$ cat src/sch_ram.sv
// generic single write port ram with registered read
`timescale 1ns / 1ps
module sch_ram #(
  parameter int WIDTH = 8,
  parameter int DEPTH = 16,
  localparam int AW = (DEPTH > 1) ? $clog2(DEPTH) : 1
) (
  input  logic             clk_i,
  input  logic             we_i,
  input  logic [AW-1:0]    waddr_i,
  input  logic [WIDTH-1:0] wdata_i,
  input  logic             re_i,
  input  logic [AW-1:0]    raddr_i,
  output logic [WIDTH-1:0] rdata_o
);

  logic [WIDTH-1:0] mem_q [DEPTH];
  logic [WIDTH-1:0] rdata_q;

  always_ff @(posedge clk_i) begin
    if (we_i) begin
      mem_q[waddr_i] <= wdata_i;
    end
    if (re_i) begin
      rdata_q <= mem_q[raddr_i];
    end
  end

  assign rdata_o = rdata_q;

endmodule

$ cat config.mk
export PLATFORM = sky130hd
export DESIGN_NAME = sch_ram
export DESIGN_NICKNAME = d
export VERILOG_FILES = /design/src/sch_ram.sv
export SDC_FILE = /design/constraint.sdc
export NUM_CORES = 1
export LEC_CHECK = 0
export ABC_AREA = 1
export CAP_MARGIN = 10
export CORE_MARGIN = 2
export CORE_UTILIZATION = 29
export CTS_CLUSTER_DIAMETER = 50
export DETAILED_ROUTE_END_ITERATION = 12
export DONT_BUFFER_PORTS = 1
export PLACE_DENSITY = 0.47
export SLEW_MARGIN = 20
export SYNTH_ARGS = -nofsm -noshare
export SYNTH_HDL_FRONTEND = slang
export SYNTH_SLANG_ARGS = --single-unit
$ cat constraint.sdc
create_clock -name clk_i -period 2.4 [get_ports clk_i]
set_input_delay 0.12 -clock clk_i [delete_from_list [all_inputs] [get_ports clk_i]]
set_output_delay 0.12 -clock clk_i [all_outputs]
set_load 0.05 [all_outputs]
## Yosys cells after proc, flatten, opt, wreduce, memory -nomap -nowiden

Memory sizes are Yosys's and may differ from the RTL's. A register that Yosys moved wholly into a read port is not among the register bits.
Index checks and enable logic that the tools add are counted.

| storage, ports and cells | value |
|---|---|
| output and inout port bits | 8 |
| word-level logic and storage cells | 3 |
| memory bits (writable) | 128 |
| register bits | 0 |
| memories kept | 1 |

Memory list:

| memory | depth | bits a word | read ports | clocked after Yosys merged registers in | wr ports | line | RTL |
|---|---|---|---|---|---|---|---|
| mem_q | 16 | 8 | 1 | 1 | 1 | 17 | `logic [WIDTH-1:0] mem_q [DEPTH];` |

| cells by class | value |
|---|---|
| muxes and demuxes | 2 |

Operators by type and width:

| kind | number |
|---|---|
| $mux W1 | 2 |

## Longest topological paths before layout

| depth | value |
|---|---|
| word-level depth | 2 |
| gate-level depth with buffers | 8 |
| gate-level depth less buffers | 7 |

## Worst setup path before layout

Ideal clock, no wire load.

| timing path | value |
|---|---|
| kind | input -> register |
| from | in waddr_i[2] |
| to | mem mem_q[10][0] (enable) |
| data arrival time | 0.701 ns |
| required time | 2.030 ns |
| setup slack | 1.329 ns |
| cell stages on the path | 2 |
| path through | nand3b_1 nor2_1 |

RTL lines:

| element | line | RTL |
|---|---|---|
| start: declaration | 10 | `input logic [AW-1:0] waddr_i,` |
| end: declaration | 17 |  |

No word-level cell before the write port.

==> results.py <==
metrics = {
    "synthesis": {
        "ys.warnings.count": 0,
        "avgSynthCellArea_um2": 10.61,
        "synth_fp_nets": 570,
        "synthDominantCellAreaShare": 0.6985,
        "seq_area_frac_synth": 0.6985,
        "ys_ff_latch": 136,
        "syn_area_mm2": 0.005847,
        "synthCells": 551,
        "synth_top_area_cell": "edfxtp_1",
        "yosys-top-cells-area": "edfxtp_1 (70%), nand2_1 (11%), nand3_1 (8.3%)",
        "synth.distinct_cells": 11,
    },
    "floorplanning": {
        "fp.dieH_um": 146.0,
        "dieArea_mm2": 0.02131,
        "die_x_um": 146.0,
        "ios": 27,
        "initial_core_util": 0.2975,
        "placementRows": 51,
        "core_area_mm2": 0.01965,
    },
    "cells_and_area": {
        "nets": 585,
        "num_antenna_cells": 0,
        "final_cell_mix": "nand2_1 (173), edfxtp_1 (136), inv_1 (100), nand3_1 (97)",
        "syn_to_final_growth_pct": 17.40,
        "drive_gt1_frac": 0.06908,
        "fillers": 1984,
        "layout_commonest_cell": "nand2_1",
        "final_area_mm2": 0.006864,
    },
    "clock_tree": {
        "cts_buffers": 17,
        "cts.sink_count": 136,
        "cts-root-buf": "clkbuf_16",
        "clk_pin_slew_ns": 0.06,
        "cts_setup_buffers": 0,
        "cts_resized": 0,
        "cts_tree": "done",
        "cts_htree_levels": 4,
        "insertion_delay_ns": 0.41,
        "cts_max_path_buffers": 2,
    },
    "critical_path": {
        "path_class": "flop to flop",
        "slowest_delay_ns": 0.55,
        "reg2reg_to": "rdata_o[6]$_DFFE_PP_",
        "start_kind": "flop",
        "crit_top_cell": "nand3_1",
        "path_delay_family": "buffers and inverters",
        "cp.required_ns": 2.57,
        "cp_slowest_cell": "dlygate4sd3_1",
        "worst-path-buf-inv": 2,
        "endpoint": "rdata_o[6]$_DFFE_PP_",
        "rr_startpoint": "mem_q[9][6]$_DFFE_PP_",
        "cp_cell_sequence": "inv_1 -> nand2_1 -> nand3_1 -> nand3_1 -> nand3_1 -> dlygate4sd3_1 -> nand2_1",
        "r2r_setup_slack_ns": 0.82,
        "cp.arrival_ns": 1.75,
        "crit_cells": 7,
        "reg2reg_depth": 7,
        "crit_start": "mem_q[9][6]$_DFFE_PP_",
        "cp_max_fo": 1,
        "critPathCaptureType": "flop",
    },
    "detailed_routing": {
        "vias": 3691,
        "first_pass_iters": 4,
        "drt_iter0_markers": 260,
        "antenna_left": 0,
        "drt-total-wl_um": 14220,
        "wire_per_inst_um": 16.84,
        "avgViaCountPerCell": 4.373,
        "drc": 0,
    },
    "power": {
        "power_mw": 5.925,
        "peakVddDrop_uv": 464.8,
        "power_density_mw_per_mm2": 863.3,
        "power_leakage_nw": 2.836,
    },
    "sta": {
        "max-slew-margin-rel": 0.3664,
        "final-hold-violation-count": 0,
        "post-route-period-util": 0.6598,
        "tns_ns": 0,
        "min_period_ns": 1.583,
        "drv_slew": 0,
        "whs_ns": 0.02783,
        "fmax_mhz": 631.6,
        "worst_pin_slew_ns": 0.9469,
        "setup_viol": 0,
        "skew_ns": 0.004666,
        "rsz0062_at_grt": "no",
    },
    "placement": {
        "portBuffers": 0,
        "gp_congestion": 0.8053,
        "dpl_cell_area_mm2": 0.006085,
        "dp_hpwl_um": 8690,
    },
    "worst_hold_path": {
        "min_path_type": "primary input to flop",
    },
    "global_routing": {
        "grt_pass1_vias": 3752,
        "grt_overflow": 0,
        "grt_start_max_net_pins": 66,
        "antenna_found_initial": 1,
        "grtUsageTotal": 0.1398,
        "grt_pass1_wl_um": 22020,
    },
    "run": {
        "max_cap_viol_count": 0,
    },
    "outcome": {
        "status": "finished, final reports clean",
    },
}
==> state kept, by name, indices dropped and copies added, names as in the netlist <==
signal / count
mem_q: 128
rdata_o: 8
==> report_power, final <==
group	leakage (nW)	switching, mW	internal [mW]
sequential	1.24	0.0571	2.68
clock	0.313	0.981	1.94
combinational	1.29	0.184	0.0816
total	2.84	1.22	4.70
==> stage by stage <==
step           cells  utilization  setup slack [ns]
6_report         844       0.3492            0.8166
5_1_grt          844       0.3492            0.7064
4_1_cts          844       0.3492            0.8007
3_5_place_dp     800       0.3096            0.8672
3_3_place_gp     800       0.3096            0.8871
2_1_floorplan    551            -             1.329
==> cell type report <==
type | count | area, µm² | share of cell area
Clock inverter | 13 | 226.5 | 0.03299
Inverter | 102 | 382.9 | 0.05578
Clock buffer | 19 | 432.9 | 0.06307
Timing Repair Buffer | 20 | 192.7 | 0.02807
Sequential cell | 136 | 4084 | 0.5950
Multi-Input combinational cell | 289 | 1214 | 0.1768
Tap cell | 265 | 331.6 | 0.04830
==> how the worst min path moves through the flow <==
stage	start	to	slack (ns)	depth (start not counted)
after global placement	wdata_i[1]	mem_q[10][1]$_DFFE_PP_	0.22	0
after CTS	raddr_i[2]	rdata_o[2]$_DFFE_PP_	0.02	3
final	raddr_i[2]	rdata_o[2]$_DFFE_PP_	0.03	3
after floorplan	wdata_i[0]	mem_q[0][0]$_DFFE_PP_	0.22	0
after global routing	raddr_i[2]	rdata_o[2]$_DFFE_PP_	0.04	3
after detailed placement	wdata_i[0]	mem_q[0][0]$_DFFE_PP_	0.22	0
==> cells by family (layout without fill, tap and decap cells) <==
kind of cell,Yosys count,in the layout,share of synthesized area
buffers and inverters,126,154,0.09394
DFF,136,136,0.6985
and+or+nand+nor,289,289,0.2076
==> timing repair <==
item | CTS | global route
hold endpoints to repair | 144 | 0
hold buffers | 12 | 0
setup endpoints to repair | 0 | 0
==> per-layer routing <==
layer / global-route usage / vias up / share of wire / routed length, µm
met1: 0.1882 / 1772 / 0.48 / 6829
li1: - / 1812 / - / -
met4: 0.04223 / 0 / 0.013 / 182
met2: 0.2189 / 95 / 0.46 / 6483
met3: 0.04138 / 12 / 0.051 / 720
met5: 0 / - / 0 / 0
==> worst reg2reg max path, stage by stage (launching register included) <==
cell	delay, ns
edfxtp_1	0.37
inv_1	0.06
nand2_1	0.04
nand3_1	0.07
nand3_1	0.10
nand3_1	0.09
dlygate4sd3_1	0.55
nand2_1	0.05
==> synth_stat cells <==
cell	instances
nand3_1	97
buf_6	6
edfxtp_1	136
inv_1	100
buf_1	1
inv_2	2
buf_4	4
nor2_1	17
buf_2	13
nand3b_1	2
nand2_1	173
Note: power is estimated with default switching activity, not from simulation.
