===== src/sch_pkg.sv =====
// package with shared types and constants of the sparse coordinate bin histogram
`timescale 1ns / 1ps
package sch_pkg;

  localparam int CntW  = 32;
  localparam int CoordW = 32;
  localparam int CfgIdxW = 3;
  localparam int CfgDataW = 32;

  typedef enum logic [CfgIdxW-1:0] {
    REG_BIN_ROWS     = 3'd0,
    REG_BIN_COLS     = 3'd1,
    REG_ROW_RATE     = 3'd2,
    REG_COL_RATE     = 3'd3,
    REG_IS_SYMMETRIC = 3'd4,
    REG_IS_COMPLEX   = 3'd5
  } sch_reg_e;

  typedef enum logic {
    OP_ADD  = 1'b0,
    OP_READ = 1'b1
  } sch_op_e;

  typedef enum logic [2:0] {
    ST_CLEAR,
    ST_IDLE,
    ST_DIV_ROW,
    ST_DIV_COL,
    ST_RD,
    ST_WR,
    ST_RES
  } sch_state_e;

  typedef struct packed {
    logic              operation;
    logic [CoordW-1:0] row;
    logic [CoordW-1:0] col;
    logic              real_nonzero;
    logic              imag_nonzero;
  } sch_in_t;

  typedef struct packed {
    logic [5:0]      bin_row;
    logic [5:0]      bin_col;
    logic [CntW-1:0] real_count;
    logic [CntW-1:0] imag_count;
    logic [CntW-1:0] total_count;
    logic            present;
    logic            mirror;
  } sch_out_t;

  typedef struct packed {
    logic            touched;
    logic [CntW-1:0] total_cnt;
    logic [CntW-1:0] imag_cnt;
    logic [CntW-1:0] real_cnt;
  } sch_entry_t;

  typedef struct packed {
    logic              start;
    logic [CoordW-1:0] dividend;
    logic [CoordW-1:0] divisor;
  } sch_div_req_t;

  typedef struct packed {
    logic              done;
    logic [CoordW-1:0] quotient;
  } sch_div_rsp_t;

  function automatic logic [CntW-1:0] sat_add(logic [CntW-1:0] a, logic [1:0] b);
    logic [CntW:0] s;
    s = {1'b0, a} + {{(CntW-1){1'b0}}, b};
    return s[CntW] ? {CntW{1'b1}} : s[CntW-1:0];
  endfunction

endpackage


===== src/sch_div.sv =====
// radix-2 restoring divider, one quotient bit per cycle
`timescale 1ns / 1ps
module sch_div (
  input  logic                  clk_i,
  input  logic                  rst_ni,
  input  sch_pkg::sch_div_req_t req_i,
  output sch_pkg::sch_div_rsp_t rsp_o
);
  import sch_pkg::*;

  localparam int CntBits = $clog2(CoordW);

  logic [CoordW-1:0]  rem_q, rem_d;
  logic [CoordW-1:0]  quo_q, quo_d;
  logic [CoordW-1:0]  dvs_q;
  logic [CntBits-1:0] cnt_q, cnt_d;
  logic               busy_q, busy_d;
  logic               done_q, done_d;
  logic [CoordW:0]    trial;

  always_comb begin
    trial  = {rem_q, quo_q[CoordW-1]} - {1'b0, dvs_q};
    rem_d  = rem_q;
    quo_d  = quo_q;
    cnt_d  = cnt_q;
    busy_d = busy_q;
    done_d = 1'b0;
    if (req_i.start) begin
      rem_d  = '0;
      quo_d  = req_i.dividend;
      cnt_d  = '0;
      busy_d = 1'b1;
    end else if (busy_q) begin
      rem_d = trial[CoordW] ? {rem_q[CoordW-2:0], quo_q[CoordW-1]} : trial[CoordW-1:0];
      quo_d = {quo_q[CoordW-2:0], ~trial[CoordW]};
      cnt_d = cnt_q + 1'b1;
      if (cnt_q == {CntBits{1'b1}}) begin
        busy_d = 1'b0;
        done_d = 1'b1;
      end
    end
  end

  always_ff @(posedge clk_i or negedge rst_ni) begin
    if (!rst_ni) begin
      cnt_q  <= '0;
      busy_q <= 1'b0;
      done_q <= 1'b0;
    end else begin
      cnt_q  <= cnt_d;
      busy_q <= busy_d;
      done_q <= done_d;
    end
  end

  always_ff @(posedge clk_i) begin
    rem_q <= rem_d;
    quo_q <= quo_d;
    if (req_i.start) begin
      dvs_q <= req_i.divisor;
    end
  end

  assign rsp_o.done     = done_q;
  assign rsp_o.quotient = quo_q;

endmodule


===== config.mk =====
export PLATFORM = sky130hd
export DESIGN_NAME = sch_div
export DESIGN_NICKNAME = d
export VERILOG_FILES = /design/src/sch_pkg.sv /design/src/sch_div.sv
export SDC_FILE = /design/constraint.sdc
export NUM_CORES = 1
export LEC_CHECK = 0
export ABC_AREA = 1
export ABC_CLOCK_PERIOD_IN_PS = 2200
export BUFFER_PORTS_ARGS = -buffer_cell sky130_fd_sc_hd__buf_2
export CAP_MARGIN = 10
export CORE_ASPECT_RATIO = 1.2
export CORE_MARGIN = 2
export CORE_UTILIZATION = 53
export DETAILED_ROUTE_END_ITERATION = 10
export PLACE_DENSITY = 0.9
export REMOVE_ABC_BUFFERS = 1
export SLEW_MARGIN = 20
export SYNTH_ARGS = -nofsm -noshare
export SYNTH_HDL_FRONTEND = slang
export SYNTH_SLANG_ARGS = --single-unit

===== constraint.sdc =====
create_clock -name clk_i -period 2.2 [get_ports clk_i]
set_input_delay 0.11 -clock clk_i [delete_from_list [all_inputs] [get_ports clk_i]]
set_output_delay 0.11 -clock clk_i [all_outputs]
set_load 0.005 [all_outputs]

Yosys cells after proc, flatten, opt, wreduce, memory -nomap -nowiden
Cells that the tools add are included.
{"block": "totals", "wordCells": 22, "inputBits": 67, "output_inout_bits": 33, "register_bits": 103}
{"block": "op_classes", "n_eq_ne": 1, "mux": 11, "bitwise_logic": 1, "reduce_logical": 1, "add_sub_neg": 2}
{"cell": "$mux 32", "count": 3}
{"cell": "$sub 33x32->33", "count": 1}
{"cell": "$mux 5", "count": 2}
{"cell": "$mux 1", "count": 6}
{"cell": "$add 5x1->5 const B", "count": 1}
{"cell": "$eq 5x5->1 const B", "count": 1}
{"cell": "$reduce_bool 2->1", "count": 1}
{"cell": "$not 1->1", "count": 1}

Longest topological paths before layout
{"block": "logic_depth", "word_depth": 4, "mapped_depth": 18, "mapped_depth_nobuf": 17}

Least setup slack after synthesis
OpenSTA, ideal clock, no wires.
{"block": "synth_path", "path_type": "register to register", "from": "register quo_q[31]", "to": "register quo_q[0], data pin", "period_less_slack_ns": 2.290, "arrival_time_ns": 2.021, "slack_ns": -0.090, "path_stages_with_launch": 17, "required_ns": 1.931, "setup_ns": 0.269, "path_buffers": 1, "path_cell_list": "edfxtp_1 inv_1 ha_1 fa_1 inv_1 nand2_1 nand2_1 nand3_1 nand2_1 nand2_1 nand2_1 nand2_2 nand2_2 nand2_1 nand2_2 buf_4 o21ai_0"}
{"block": "synth_via", "elab_chain_cells": 4}
{"element": "from (decl)", "line_no": "sch_div.sv:14", "text": "logic [CoordW-1:0] quo_q, quo_d;"}
{"element": "from (signal assigned)", "line_no": "sch_div.sv:58", "text": "quo_q <= quo_d;"}
{"element": "$sub 33x32->33", "line_no": "sch_div.sv:22", "text": "trial = {rem_q, quo_q[CoordW-1]} - {1'b0, dvs_q};"}
{"element": "$not 1->1", "line_no": "sch_div.sv:35", "text": "quo_d = {quo_q[CoordW-2:0], ~trial[CoordW]};"}
{"element": "$mux 32", "line_no": "sch_div.sv:33", "text": "end else if (busy_q) begin"}
{"element": "$mux 32", "line_no": "sch_div.sv:28", "text": "if (req_i.start) begin"}
{"element": "named net quo_d[0]", "line_no": "sch_div.sv:14"}
The timed path passes the listed nets, and every way through them passes these cells. The select of a mux whose other input is x is not followed.
A chain may end at the register's enable or synchronous reset.

Worst setup path after layout
{"block": "layout_path", "from": "register dvs_q[7]", "to": "register rem_q[19]"}
{"block": "layout_via", "elab_chain_cells": 2}
{"element": "from (decl)", "line_no": "sch_div.sv:15", "text": "logic [CoordW-1:0] dvs_q;"}
{"element": "from (signal assigned)", "line_no": "sch_div.sv:60", "text": "dvs_q <= req_i.divisor;"}
{"element": "$sub 33x32->33", "line_no": "sch_div.sv:22"}
{"element": "$mux 32", "line_no": "sch_div.sv:34", "text": "rem_d = trial[CoordW] ? {rem_q[CoordW-2:0], quo_q[CoordW-1]} : trial[CoordW-1:0];"}
{"element": "to (signal assigned)", "line_no": "sch_div.sv:57", "text": "rem_q <= rem_d;"}
{"element": "to (decl)", "line_no": "sch_div.sv:13", "text": "logic [CoordW-1:0] rem_q, rem_d;"}
No other way between the ends.

==> flow_metrics.env <==
export IMPL_run_status="complete, but fails checks"
export IMPL_violations="negative setup slack"
export IMPL_dr_pass1_iters=5
export IMPL_fin_tns_setup_ps=-4640
export IMPL_fin_cells=1384
export IMPL_worst_slack_ps=-175
export IMPL_grt_usage=0.286
export IMPL_internal_power_mw=3.58
export IMPL_final_nets=1317
export IMPL_reg2reg_slack_ps=-180
export IMPL_p_clk_frac=0.373
export IMPL_fin_skew_ps=10.4
export IMPL_num_vias=7171
export IMPL_dpl_cell_area_um2=7850
export IMPL_antenna_found_initial=0
export IMPL_layout_drive_gt1_share=0.220
export IMPL_finalSetupViolCount=33
export IMPL_cts_max_level=3
export IMPL_wire_per_inst_um=14.8
export IMPL_syn_to_final_growth_pct=33.1
export IMPL_hpwl_um=13100
export IMPL_max_cap_viol_count=0
export IMPL_finalCriticalPeriod_ps=2380
export IMPL_numCtsBuffers=9
export IMPL_first_global_vias=6900
export IMPL_r2r_start="dvs_q[7]"
export IMPL_first_iter_violations=585
export IMPL_tightest_slew_ps=484
export IMPL_grt_pass1_wl_um=31400
export IMPL_reg2reg_depth=16
export IMPL_hold_start="req_i[45]"
export IMPL_hold_viol_final=0
export IMPL_rsz0062_at_grt="yes"
export IMPL_crit_path_start="dvs_q[7]"
export IMPL_io_buffers=99
export IMPL_ant_nets=0
export IMPL_yosysWarningCount=0
export IMPL_die_w_um=108
export IMPL_cp_end_kind="register"
export IMPL_max_freq_ghz=0.421
export IMPL_seq_area_frac_synth=0.401
export IMPL_core_area_um2=12600
export IMPL_most_common_layout_cells="nand2_1, inv_1, buf_2"
export IMPL_routed_via_density=5.18
export IMPL_clock_sinks=103
export IMPL_switching_share=0.267
export IMPL_min_path_type="input pin to register"
export IMPL_stdcell_area_um2=9090
export IMPL_crit_required_ps=2460
export IMPL_grt_overflow=0
export IMPL_relSlewSlack=0.677
export IMPL_n_antenna_cell=0
export IMPL_worst_path_max_fanout=5
export IMPL_synth_cells=1026
export IMPL_clkSlewWorstSetupHoldPaths_ps=80
export IMPL_root_buffer="clkbuf_16"
export IMPL_yosys_area_top_type="edfxtp_1"
export IMPL_insertion_delay_ps=360
export IMPL_final_common_cell="nand2_1"
export IMPL_netlist_area_leader_share=0.281
export IMPL_worstPathArrival_ps=2630
export IMPL_p_leak_nw=5.04
export IMPL_netlist_area_um2=6830
export IMPL_ios=100
export IMPL_start_kind="register"
export IMPL_p_switching_mw=1.31
export IMPL_synth_seq_cells=103
export IMPL_initial_core_util=0.542
export IMPL_period_share=1.08
export IMPL_die_h_um=128
export IMPL_drc=0
export IMPL_core_rowCount=45
export IMPL_seqPwrFrac=0.459
export IMPL_place_inst=1318
export IMPL_hold_path_cell_count=3
export IMPL_grt_max_degree=45
export IMPL_clockBufferDepth=2
export IMPL_synthTopCellsByArea="edfxtp_1, nand2_1, inv_1, dfxtp_1, ha_1"
export IMPL_crit_type="register to register"
export IMPL_powerDensity_nw_per_um2=538
export IMPL_irDropWorstVdd_uv=474
export IMPL_report_final_slew_viol_count=0
export IMPL_wl_um=20500
export IMPL_worstReg2RegEnd="rem_q[19]"
export IMPL_synth_avg_cell_area_um2=6.66
export IMPL_cts_tree="yes"
export IMPL_total_power_mw=4.89
export IMPL_gp_congestion=1.02
export IMPL_dieArea_um2=13800
export IMPL_synth_cell_type_count=33
export IMPL_whs_endpoint="quo_q[13]"
export IMPL_power_frac_comb=0.168
## repair_timing
action | 4_1_cts | 5_1_grt
pin swaps | 16 | 31
endpoints found under the hold margin | 39 | 0
hold buffers | 33 | 0
setup buffers | 9 | 2
gates cloned | 4 | 2
gates resized for setup | 26 | 74
endpoints found under the setup margin | 33 | 33
## worst max-delay path: stages (launching register included)
cell and delay [ps]:
edfxtp_1 380, inv_1 90, ha_1 290, nand2_1 120, nand2_1 130, a21oi_1 210, nand2_2 90, nand2_2 70
nand2_2 70, nand2_4 90, buf_4 120, nand3_4 100, nand2_8 160, clkbuf_16 170, nand2_2 50, nand3_1 70
nand2_1 60
## power by group through the flow
stage | registers [mW] | clock network, mW | logic (mW)
CTS | 2.24 | 1.82 | 0.753
global route | 2.26 | 1.91 | 0.905
floorplan | 2.28 | 0 | 0.376
detailed placement | 2.28 | 0 | 0.687
finish | 2.25 | 1.82 | 0.822
global placement | 2.28 | 0 | 0.663
## logic make-up after synthesis
family | after synthesis | share of synthesized area
adders and majority gates | 35 | 0.0652
and+or+nand+nor | 609 | 0.358
buffers and inverters | 231 | 0.131
AOI/OAI and AO/OA | 33 | 0.0260
xor gates and xnor gates | 15 | 0.0192
DFF | 103 | 0.401
## worst max path at each step
stage                     slack, ps   endpoint  cells after the start
after floorplan                -550   quo_q[0]                      2
after global placement         -110   rem_q[0]                     18
after detailed placement       -240  rem_q[24]                     18
after CTS                      -180  rem_q[24]                     18
after global routing           -290   rem_q[0]                     16
final                          -180  rem_q[19]                     16
## per-stage QoR
| stage | util | setup WS (ps) | hold slack (ps) |
|---|---|---|---|
| global route | 0.721 | -291 | 25.9 |
| CTS | 0.694 | -178 | 21.8 |
| global placement | 0.622 | -111 | -50.5 |
| finish | 0.721 | -175 | 18.6 |
| floorplan | - | -548 | -186 |
| detailed placement | 0.622 | -237 | -47.4 |
## cells in the mapped netlist (all sizes together)
cell type,n
a21o,1
a21oi,20
a22o,1
a31oi,1
and2,5
and3,1
buf,7
clkbuf,12
dfrtp,7
dfxtp,32
edfxtp,64
fa,1
ha,34
inv,212
nand2,472
nand3,61
nand4,6
nor2,49
nor3,14
nor4,1
o21ai,8
o21bai,2
xnor2,13
xor2,2
## layout make-up
type | instances | area (µm²)
inverter | 212 | 796
sequential | 103 | 2740
clock inverter | 5 | 86.3
fill | 951 | 3520
multi-input combinational | 692 | 3520
tap | 164 | 205
timing repair buffer | 197 | 1500
clock buffer | 11 | 243
## per-layer routing
layer  global-route usage  routed length, µm  vias to the layer above
li1                     -                  -                     3483
met1                0.337               7870                     3214
met2                0.508               9930                      366
met3               0.0431               1430                      108
met4                0.140               1220                        0
met5                    0                  0                        -
## flip-flops by register name, summed over array words and instances (netlist names)
signal and cells:
rem_q 32, cnt_q 5, done_q 1, dvs_q 32, quo_q 32, busy_q 1
No activity file was read; power rests on OpenSTA's default activity.
